===== src/sv/dd_odo_pkg.sv =====
`timescale 1ns / 1ps
// ----------------------------------------------------------------------------
// dd_odo_pkg: shared types and constants for the odometry block
// Holds the sequencer states, register indexes, CORDIC constants and helpers.
// ----------------------------------------------------------------------------
package dd_odo_pkg;

    // Sequencer states
    typedef enum logic [2:0] {
        ST_IDLE,
        ST_MUL,
        ST_CORDIC,
        ST_DONE
    } state_t;

    // Multiplier passes, in the order they run
    typedef enum logic [2:0] {
        PH_LEFT,
        PH_RIGHT,
        PH_TURN,
        PH_COS,
        PH_SIN
    } phase_t;

    // Register indexes on the configuration port
    localparam int unsigned CFG_IDX_W = 3;
    localparam logic [CFG_IDX_W-1:0] REG_DIST_PER_COUNT = 3'd0;
    localparam logic [CFG_IDX_W-1:0] REG_TURN_PER_DIST  = 3'd1;
    localparam logic [CFG_IDX_W-1:0] REG_ORIGIN_X       = 3'd2;
    localparam logic [CFG_IDX_W-1:0] REG_ORIGIN_Y       = 3'd3;
    localparam logic [CFG_IDX_W-1:0] REG_ORIGIN_HEADING = 3'd4;

    // Register reset values
    localparam logic [31:0] DIST_PER_COUNT_RST = 32'd16777216;
    localparam logic [31:0] TURN_PER_DIST_RST  = 32'd65536;

    // Serial multiplier: one multiplier bit per cycle
    localparam int unsigned MUL_BITS = 32;
    localparam int unsigned MUL_CNT_W = 5;
    localparam logic [MUL_CNT_W-1:0] MUL_LAST = 5'(MUL_BITS - 1);

    // CORDIC datapath width and start value (gain in Q1.30)
    localparam int unsigned CW = 34;
    localparam logic signed [CW-1:0] CORDIC_GAIN = 34'sd652032874;
    localparam int unsigned ATAN_IDX_W = 5;

    // Arctangent table, binary angle units
    function automatic logic [29:0] atan_value(input logic [ATAN_IDX_W-1:0] idx);
        logic [29:0] v;
        case (idx)
            5'd0:  v = 30'd536870912;
            5'd1:  v = 30'd316933406;
            5'd2:  v = 30'd167458907;
            5'd3:  v = 30'd85004756;
            5'd4:  v = 30'd42667331;
            5'd5:  v = 30'd21354465;
            5'd6:  v = 30'd10679838;
            5'd7:  v = 30'd5340245;
            5'd8:  v = 30'd2670163;
            5'd9:  v = 30'd1335087;
            5'd10: v = 30'd667544;
            5'd11: v = 30'd333772;
            5'd12: v = 30'd166886;
            5'd13: v = 30'd83443;
            5'd14: v = 30'd41722;
            5'd15: v = 30'd20861;
            5'd16: v = 30'd10430;
            5'd17: v = 30'd5215;
            5'd18: v = 30'd2608;
            5'd19: v = 30'd1304;
            5'd20: v = 30'd652;
            5'd21: v = 30'd326;
            5'd22: v = 30'd163;
            5'd23: v = 30'd81;
            5'd24: v = 30'd41;
            5'd25: v = 30'd20;
            5'd26: v = 30'd10;
            5'd27: v = 30'd5;
            5'd28: v = 30'd3;
            5'd29: v = 30'd1;
            default: v = 30'd0;
        endcase
        return v;
    endfunction

    // Saturate a 64-bit signed value to 32 bits
    function automatic logic signed [31:0] sat32(input logic signed [63:0] v);
        logic signed [31:0] r;
        if (v > 64'sd2147483647) begin
            r = 32'sh7FFFFFFF;
        end else if (v < -64'sd2147483648) begin
            r = 32'sh80000000;
        end else begin
            r = v[31:0];
        end
        return r;
    endfunction

endpackage


===== src/sv/differential_drive_odometry.sv =====
`timescale 1ns / 1ps
// ----------------------------------------------------------------------------
// differential_drive_odometry: pose tracking from wheel encoder counts
// Integrates x, y and heading with a bit-serial multiplier and an iterative
// CORDIC for sine and cosine.
// ----------------------------------------------------------------------------
//  channel  | handshake              | payload
//  ---------+------------------------+-------------------------------------
//  in       | in_valid / in_stall    | kind, left_count, right_count
//  out      | out_valid / out_stall  | pos_x, pos_y, heading, moved
//  cfg      | cfg_valid / cfg_ready  | cfg_index, cfg_data
//
//  A sample that moves the pose runs five passes of the shared serial multiplier
//  (left and right distance, turn, cosine and sine steps) and the CORDIC steps.
//  Set-origin items, first samples and unchanged samples skip the multiplier.
//  One item is in work at a time; the next is accepted while a result waits.
//  Reset clears the pose, the previous counts and all control state.
//  A stalled result holds in the output register until it is taken.
// ----------------------------------------------------------------------------
module differential_drive_odometry #(
    parameter int unsigned CORDIC_STEPS = 16
) (
    input  logic                                 clk,
    input  logic                                 rst_n,
    input  logic                                 in_valid,
    output logic                                 in_stall,
    input  logic                                 kind,
    input  logic signed [31:0]                   left_count,
    input  logic signed [31:0]                   right_count,
    output logic                                 out_valid,
    input  logic                                 out_stall,
    output logic signed [31:0]                   pos_x,
    output logic signed [31:0]                   pos_y,
    output logic [31:0]                          heading,
    output logic                                 moved,
    input  logic                                 cfg_valid,
    output logic                                 cfg_ready,
    input  logic [dd_odo_pkg::CFG_IDX_W-1:0]     cfg_index,
    input  logic [31:0]                          cfg_data
);

    localparam int unsigned CW = dd_odo_pkg::CW;
    localparam int unsigned SW = $clog2(CORDIC_STEPS + 1);
    localparam logic [SW-1:0] STEP_LAST = SW'(CORDIC_STEPS - 1);

    // Configuration registers
    logic [31:0]        dpc_reg, dpc_next;
    logic [31:0]        tpd_reg, tpd_next;
    logic signed [31:0] ox_reg, ox_next;
    logic signed [31:0] oy_reg, oy_next;
    logic [31:0]        oh_reg, oh_next;

    // Pose and previous counts
    logic [31:0]        prev_l_reg, prev_l_next;
    logic [31:0]        prev_r_reg, prev_r_next;
    logic               have_prev_reg, have_prev_next;
    logic signed [31:0] x_reg, x_next;
    logic signed [31:0] y_reg, y_next;
    logic [31:0]        h_reg, h_next;

    // Sequencer
    dd_odo_pkg::state_t state_reg, state_next;
    dd_odo_pkg::phase_t phase_reg, phase_next;
    logic               moved_reg, moved_next;

    // Serial multiplier
    logic [63:0]                       acc_reg, acc_next;
    logic [63:0]                       mcand_reg, mcand_next;
    logic [31:0]                       mplier_reg, mplier_next;
    logic [dd_odo_pkg::MUL_CNT_W-1:0]  mcnt_reg, mcnt_next;

    // Distances and mean
    logic [31:0]        dr_reg, dr_next;
    logic signed [63:0] ldist_reg, ldist_next;
    logic signed [31:0] mean_reg, mean_next;

    // CORDIC
    logic signed [CW-1:0] cx_reg, cx_next;
    logic signed [CW-1:0] cy_reg, cy_next;
    logic signed [CW-1:0] cz_reg, cz_next;
    logic                 flip_reg, flip_next;
    logic [SW-1:0]        ccnt_reg, ccnt_next;

    // Output register
    logic               ov_reg, ov_next;
    logic signed [31:0] ox_out_reg, ox_out_next;
    logic signed [31:0] oy_out_reg, oy_out_next;
    logic [31:0]        oh_out_reg, oh_out_next;
    logic               om_out_reg, om_out_next;

    // Working values
    logic [31:0]          dl_w, dr_w;
    logic [63:0]          addend_w, acc_w;
    logic                 sub_w;
    logic signed [63:0]   dist_w, rsum_w, diff_w, step_w, pos_sum_w;
    logic [31:0]          hnew_w;
    logic                 fnew_w;
    logic signed [CW-1:0] xs_w, ys_w, atan_w, cxn_w, cyn_w, czn_w;

    assign in_stall  = (state_reg != dd_odo_pkg::ST_IDLE);
    assign cfg_ready = 1'b1;
    assign out_valid = ov_reg;
    assign pos_x     = ox_out_reg;
    assign pos_y     = oy_out_reg;
    assign heading   = oh_out_reg;
    assign moved     = om_out_reg;

    // Register writes
    always_comb
    begin
        dpc_next = dpc_reg;
        tpd_next = tpd_reg;
        ox_next  = ox_reg;
        oy_next  = oy_reg;
        oh_next  = oh_reg;
        if (cfg_valid) begin
            case (cfg_index)
                dd_odo_pkg::REG_DIST_PER_COUNT: dpc_next = cfg_data;
                dd_odo_pkg::REG_TURN_PER_DIST:  tpd_next = cfg_data;
                dd_odo_pkg::REG_ORIGIN_X:       ox_next  = cfg_data;
                dd_odo_pkg::REG_ORIGIN_Y:       oy_next  = cfg_data;
                dd_odo_pkg::REG_ORIGIN_HEADING: oh_next  = cfg_data;
                default: ;
            endcase
        end
    end

    // Datapath helpers
    always_comb
    begin
        dl_w = left_count - prev_l_reg;
        dr_w = right_count - prev_r_reg;

        // one multiplier bit; the sign bit of a signed multiplier subtracts
        addend_w = mplier_reg[0] ? mcand_reg : 64'd0;
        sub_w    = ((phase_reg == dd_odo_pkg::PH_COS) || (phase_reg == dd_odo_pkg::PH_SIN))
                   && (mcnt_reg == dd_odo_pkg::MUL_LAST);
        acc_w    = sub_w ? (acc_reg - addend_w) : (acc_reg + addend_w);

        dist_w    = $signed(acc_w) >>> 8;
        rsum_w    = (ldist_reg + dist_w) >>> 1;
        diff_w    = dist_w - ldist_reg;
        step_w    = $signed(acc_w) >>> 30;
        pos_sum_w = (phase_reg == dd_odo_pkg::PH_COS)
                    ? (64'(x_reg) + step_w) : (64'(y_reg) + step_w);

        // new heading and quadrant fold into the first and fourth quadrants
        hnew_w = h_reg + acc_w[63:32];
        fnew_w = hnew_w[31] ^ hnew_w[30];

        // one CORDIC rotation
        xs_w   = cx_reg >>> ccnt_reg;
        ys_w   = cy_reg >>> ccnt_reg;
        atan_w = {{(CW-30){1'b0}}, dd_odo_pkg::atan_value(
                     dd_odo_pkg::ATAN_IDX_W'(ccnt_reg))};
        if (!cz_reg[CW-1]) begin
            cxn_w = cx_reg - ys_w;
            cyn_w = cy_reg + xs_w;
            czn_w = cz_reg - atan_w;
        end else begin
            cxn_w = cx_reg + ys_w;
            cyn_w = cy_reg - xs_w;
            czn_w = cz_reg + atan_w;
        end
    end

    // Sequencer and datapath next state
    always_comb
    begin
        state_next     = state_reg;
        phase_next     = phase_reg;
        moved_next     = moved_reg;
        prev_l_next    = prev_l_reg;
        prev_r_next    = prev_r_reg;
        have_prev_next = have_prev_reg;
        x_next         = x_reg;
        y_next         = y_reg;
        h_next         = h_reg;
        acc_next       = acc_reg;
        mcand_next     = mcand_reg;
        mplier_next    = mplier_reg;
        mcnt_next      = mcnt_reg;
        dr_next        = dr_reg;
        ldist_next     = ldist_reg;
        mean_next      = mean_reg;
        cx_next        = cx_reg;
        cy_next        = cy_reg;
        cz_next        = cz_reg;
        flip_next      = flip_reg;
        ccnt_next      = ccnt_reg;
        ov_next        = ov_reg && out_stall;
        ox_out_next    = ox_out_reg;
        oy_out_next    = oy_out_reg;
        oh_out_next    = oh_out_reg;
        om_out_next    = om_out_reg;

        unique case (state_reg)
            dd_odo_pkg::ST_IDLE:
            begin
                if (in_valid) begin
                    prev_l_next    = left_count;
                    prev_r_next    = right_count;
                    have_prev_next = 1'b1;
                    moved_next     = 1'b0;
                    state_next     = dd_odo_pkg::ST_DONE;
                    if (kind) begin
                        // load the pose from the origin registers
                        x_next = ox_reg;
                        y_next = oy_reg;
                        h_next = oh_reg;
                    end else if (have_prev_reg && ((dl_w != 32'd0) || (dr_w != 32'd0))) begin
                        // start the left distance pass
                        moved_next  = 1'b1;
                        dr_next     = dr_w;
                        acc_next    = 64'd0;
                        mcand_next  = {{32{dl_w[31]}}, dl_w};
                        mplier_next = dpc_reg;
                        mcnt_next   = '0;
                        phase_next  = dd_odo_pkg::PH_LEFT;
                        state_next  = dd_odo_pkg::ST_MUL;
                    end
                end
            end

            dd_odo_pkg::ST_MUL:
            begin
                acc_next    = acc_w;
                mcand_next  = {mcand_reg[62:0], 1'b0};
                mplier_next = {1'b0, mplier_reg[31:1]};
                mcnt_next   = mcnt_reg + 1'b1;
                if (mcnt_reg == dd_odo_pkg::MUL_LAST) begin
                    acc_next  = 64'd0;
                    mcnt_next = '0;
                    case (phase_reg)
                        dd_odo_pkg::PH_LEFT:
                        begin
                            ldist_next  = dist_w;
                            mcand_next  = {{32{dr_reg[31]}}, dr_reg};
                            mplier_next = dpc_reg;
                            phase_next  = dd_odo_pkg::PH_RIGHT;
                        end
                        dd_odo_pkg::PH_RIGHT:
                        begin
                            mean_next   = dd_odo_pkg::sat32(rsum_w);
                            mcand_next  = diff_w;
                            mplier_next = tpd_reg;
                            phase_next  = dd_odo_pkg::PH_TURN;
                        end
                        dd_odo_pkg::PH_TURN:
                        begin
                            h_next     = hnew_w;
                            flip_next  = fnew_w;
                            cx_next    = dd_odo_pkg::CORDIC_GAIN;
                            cy_next    = '0;
                            cz_next    = CW'($signed({hnew_w[31] ^ fnew_w, hnew_w[30:0]}));
                            ccnt_next  = '0;
                            state_next = dd_odo_pkg::ST_CORDIC;
                        end
                        dd_odo_pkg::PH_COS:
                        begin
                            x_next      = dd_odo_pkg::sat32(pos_sum_w);
                            mcand_next  = 64'(cy_reg);
                            mplier_next = mean_reg;
                            phase_next  = dd_odo_pkg::PH_SIN;
                        end
                        default:
                        begin
                            y_next     = dd_odo_pkg::sat32(pos_sum_w);
                            state_next = dd_odo_pkg::ST_DONE;
                        end
                    endcase
                end
            end

            dd_odo_pkg::ST_CORDIC:
            begin
                cx_next   = cxn_w;
                cy_next   = cyn_w;
                cz_next   = czn_w;
                ccnt_next = ccnt_reg + 1'b1;
                if (ccnt_reg == STEP_LAST) begin
                    // unfold the quadrant and start the cosine step pass
                    cx_next     = flip_reg ? -cxn_w : cxn_w;
                    cy_next     = flip_reg ? -cyn_w : cyn_w;
                    acc_next    = 64'd0;
                    mcand_next  = 64'(flip_reg ? -cxn_w : cxn_w);
                    mplier_next = mean_reg;
                    mcnt_next   = '0;
                    phase_next  = dd_odo_pkg::PH_COS;
                    state_next  = dd_odo_pkg::ST_MUL;
                end
            end

            dd_odo_pkg::ST_DONE:
            begin
                // hand the result over once the output register is free
                if (!ov_reg || !out_stall) begin
                    ov_next     = 1'b1;
                    ox_out_next = x_reg;
                    oy_out_next = y_reg;
                    oh_out_next = h_reg;
                    om_out_next = moved_reg;
                    state_next  = dd_odo_pkg::ST_IDLE;
                end
            end

            default:
            begin
                state_next = dd_odo_pkg::ST_IDLE;
            end
        endcase
    end

    // State register
    always_ff @(posedge clk or negedge rst_n)
    begin
        if (!rst_n) begin
            state_reg     <= dd_odo_pkg::ST_IDLE;
            phase_reg     <= dd_odo_pkg::PH_LEFT;
            ov_reg        <= 1'b0;
            have_prev_reg <= 1'b0;
            prev_l_reg    <= '0;
            prev_r_reg    <= '0;
            x_reg         <= '0;
            y_reg         <= '0;
            h_reg         <= '0;
            dpc_reg       <= dd_odo_pkg::DIST_PER_COUNT_RST;
            tpd_reg       <= dd_odo_pkg::TURN_PER_DIST_RST;
            ox_reg        <= '0;
            oy_reg        <= '0;
            oh_reg        <= '0;
            moved_reg     <= 1'b0;
            mcnt_reg      <= '0;
            ccnt_reg      <= '0;
        end else begin
            state_reg     <= state_next;
            phase_reg     <= phase_next;
            ov_reg        <= ov_next;
            have_prev_reg <= have_prev_next;
            prev_l_reg    <= prev_l_next;
            prev_r_reg    <= prev_r_next;
            x_reg         <= x_next;
            y_reg         <= y_next;
            h_reg         <= h_next;
            dpc_reg       <= dpc_next;
            tpd_reg       <= tpd_next;
            ox_reg        <= ox_next;
            oy_reg        <= oy_next;
            oh_reg        <= oh_next;
            moved_reg     <= moved_next;
            mcnt_reg      <= mcnt_next;
            ccnt_reg      <= ccnt_next;
        end
    end

    // Payload registers
    always_ff @(posedge clk)
    begin
        acc_reg    <= acc_next;
        mcand_reg  <= mcand_next;
        mplier_reg <= mplier_next;
        dr_reg     <= dr_next;
        ldist_reg  <= ldist_next;
        mean_reg   <= mean_next;
        cx_reg     <= cx_next;
        cy_reg     <= cy_next;
        cz_reg     <= cz_next;
        flip_reg   <= flip_next;
        ox_out_reg <= ox_out_next;
        oy_out_reg <= oy_out_next;
        oh_out_reg <= oh_out_next;
        om_out_reg <= om_out_next;
    end

endmodule


===== config.mk =====
export PLATFORM = sky130hd
export DESIGN_NAME = differential_drive_odometry
export DESIGN_NICKNAME = d
export VERILOG_FILES = /design/src/sv/dd_odo_pkg.sv /design/src/sv/differential_drive_odometry.sv
export SDC_FILE = /design/constraint.sdc
export NUM_CORES = 2
export LEC_CHECK = 0
export BUFFER_PORTS_ARGS = -buffer_cell sky130_fd_sc_hd__buf_2
export CAP_MARGIN = 15
export CORE_UTILIZATION = 30
export DETAILED_ROUTE_END_ITERATION = 8
export PLACE_DENSITY_LB_ADDON = 0.12
export SLEW_MARGIN = 20
export SYNTH_ARGS = -nofsm -noshare
export SYNTH_HDL_FRONTEND = slang
export SYNTH_SLANG_ARGS = --single-unit

===== constraint.sdc =====
create_clock -name clk -period 11.1 [get_ports clk]
set_input_delay 1.11 -clock clk [delete_from_list [all_inputs] [get_ports clk]]
set_output_delay 1.11 -clock clk [all_outputs]
set_load 0.05 [all_outputs]

==> run metrics <==
number of detailed-route iterations in the first pass=5; GRT Overall Usage=23.02%; r2r worst-path depth=39; Clock Sinks=818; Via density=5.596; RR Startpoint=mcand_reg[8]$_DFFE_PP_; Ys Warns=0; hold crit path type=in -> async; largest net degree at the start of global routing=138; die extent in y=468.7 um; die area=219700 um2; filler cell count=22.19k; metal2 WL=118300 um; DR iter-0 viols=5667; Synth area leaders=edfxtp_1 (22%), dfrtp_1 (13%), ha_1 (8.0%), xnor2_1 (4.6%), mux2_2 (4.4%); top_reg_cell synth=edfxtp_1; CP Capture Type=flip-flop; starting density of the core=30.33%; R2R Setup Slk=0.57 ns; endpoints failing setup=0; Crit Path Class=reg -> reg; share of layout cells above drive strength 1=13.55%; Reg-to-Reg End=mean_reg[17]$_SDFFCE_PN1P_; post-synthesis register bit count=818; status=finished clean; io pins=205; dpl ws=-0.2076 ns; Bufs on Longest Clock Path=3; Synth Instances=7256; first-pass GRT wire length=378000 um; largest stage delay on the critical path=0.57 ns; min cycle time layout=10.53 ns; area growth from synthesis to final layout=12.81%; required time of the critical path=11.60 ns; Slew HR=23.09%; final instance area=73710 um2; Slew Limit Fails=0; CTS tree=done; total of max-cap violations=0; top sig layer=met5; routability cong.=0.9298; syn_area_per_cell=9.005 um2; most common cell after layout, fill and taps aside=nand2_1; met1 wire length=118800 um; Hold Fails Final Rpt=0; cts hold-fix bufs=0; insertion delay to the later sink of the worst-skew pair=0.79 ns; initial antenna violation count=38; WL per Instance=25.19 um; Reg clk slew, reported paths=0.07 ns; sequential area share after synthesis=35.01%; Critical-path top delay cell=or4_1; Die X-Extent=468.7 um; final setup margin=0.5727 ns; DR vias=57.62k; share of Yosys cell area claimed by the top area cell type=22.06%; CP top delay family=compound AO/OA/AOI/OAI gates; largest area contributor in the netlist=edfxtp_1; antenna-violating nets left=0; Worst setup SP type=flip-flop; Async S/R FF share, synth=41.32%; Core Area=215500 um2; syn_nets=7791; Post-DP HPWL=196300 um; number of nets in the layout=7880; H-tree depth=3; Post-Route Skew=0.06907 ns; port bufs=203; Distinct cells, synth=105; Netlist Area Pre-Place=65340 um2; Post-synth EDFFs=480; most frequent cells in the layout=nand2_1 (706), nor2_1 (660), a21oi_1 (573); crit path max fanout=31; CTS buffer count=107; FP Rows=170; setup TNS=0 ns; period utilization=94.84%; gr ovfl total=0; DP Area=69760 um2; FMAX=0.09499 GHz; WP data arrival=11.03 ns; Tightest Pin Transition=1.142 ns; DRC viols=0; met3 WL=16560 um; worst path buffer plus inverter count=1; Total Wirelength=259400 um; Root Driver=clkbuf_16; vias in the first global route=54.78k
## per-layer routing
| layer | global-route usage (%) | up-vias |
|---|---|---|
| li1 | - | 26889 |
| met1 | 32.35 | 28655 |
| met2 | 36.55 | 1806 |
| met3 | 3.634 | 270 |
| met4 | 5.887 | 2 |
| met5 | 0 | - |
## worst max-delay path by stage
| stage | from | end | slack (ns) | cells past startpoint |
|---|---|---|---|---|
| 3_3_place_gp | mcand_reg[8]$_DFFE_PP_ | y_reg[26]$_DFFE_PN0P_ | -0.20 | 37 |
| 2_1_floorplan | mplier_reg[0]$_DFFE_PP_ | flip_reg$_DFFE_PP_ | 1.59 | 42 |
| 4_1_cts | mcand_reg[8]$_DFFE_PP_ | y_reg[26]$_DFFE_PN0P_ | 0.07 | 38 |
| 5_1_grt | mcand_reg[8]$_DFFE_PP_ | mean_reg[10]$_SDFFCE_PN1P_ | -0.005 | 39 |
| 6_report | mcand_reg[8]$_DFFE_PP_ | mean_reg[17]$_SDFFCE_PN1P_ | 0.57 | 39 |
| 3_5_place_dp | mcand_reg[8]$_DFFE_PP_ | y_reg[26]$_DFFE_PN0P_ | -0.21 | 37 |
## synthesized netlist by cell type, drive strengths merged (15+ instances only)
master,instances
xor2,200
o21ai,563
o211a,15
nor4,47
xnor2,344
a21oi,580
nand3b,17
a21o,160
or2,40
and2,90
or4,23
mux2,258
nand2b,83
o41ai,16
a311oi,17
a211oi,62
o221ai,23
nor3,119
mux4,80
and3,59
clkbuf,303
ha,420
o21a,83
a211o,21
o21bai,86
edfxtp,480
o31ai,47
nor2b,71
buf,57
nand4,42
inv,303
o31a,16
o311ai,15
mux2i,90
o211ai,55
or3,68
nand2,709
a221oi,65
a31oi,115
dfrtp,336
nand3,133
o22ai,16
nor2,666
a21boi,26
## cell type report
type | instances | area, um2 | share of cell area [%]
Timing Repair Buffer | 340 | 2100 | 2.848
Tap cell | 2838 | 3551 | 4.817
Multi-Input combinational cell | 5771 | 40260 | 54.62
Inverter | 307 | 1154 | 1.565
Sequential cell | 818 | 22890 | 31.05
Antenna cell | 20 | 50.05 | 0.06789
Clock inverter | 60 | 734.5 | 0.9964
Clock buffer | 143 | 2975 | 4.036
## kinds of logic (layout without fill, tap and decap cells)
family | Yosys count | after routing | synth area share [%]
flops | 818 | 818 | 35.01
other cells | 1 | 21 | 0.005739
fa+ha+maj | 430 | 430 | 8.349
buf+inv | 667 | 850 | 3.902
mux | 428 | 428 | 8.582
xor+xnor | 545 | 545 | 7.326
compound gates | 2131 | 2131 | 20.76
simple gates | 2236 | 2236 | 16.07
## metrics by stage
step	hold WS, ns	util, %	instances
global route	0.4072	34.19	10278
global placement	0.4430	32.37	10072
finish	0.3867	34.21	10297
floorplan	0.4256	-	7256
CTS	0.3553	34.10	10275
detailed placement	0.4572	32.37	10072
## what timing repair did
| item | CTS | global route |
|---|---|---|
| setup buffers | 0 | 1 |
| pin swaps | 0 | 2 |
| resized for setup | 3 | 30 |
| setup endpoints to repair | 37 | 114 |
| endpoints found under the hold margin | 0 | 0 |
| cloned | 0 | 0 |
Power is not shown: default switching activity piles up to over one toggle a cycle in this logic, so the estimate is an artifact.
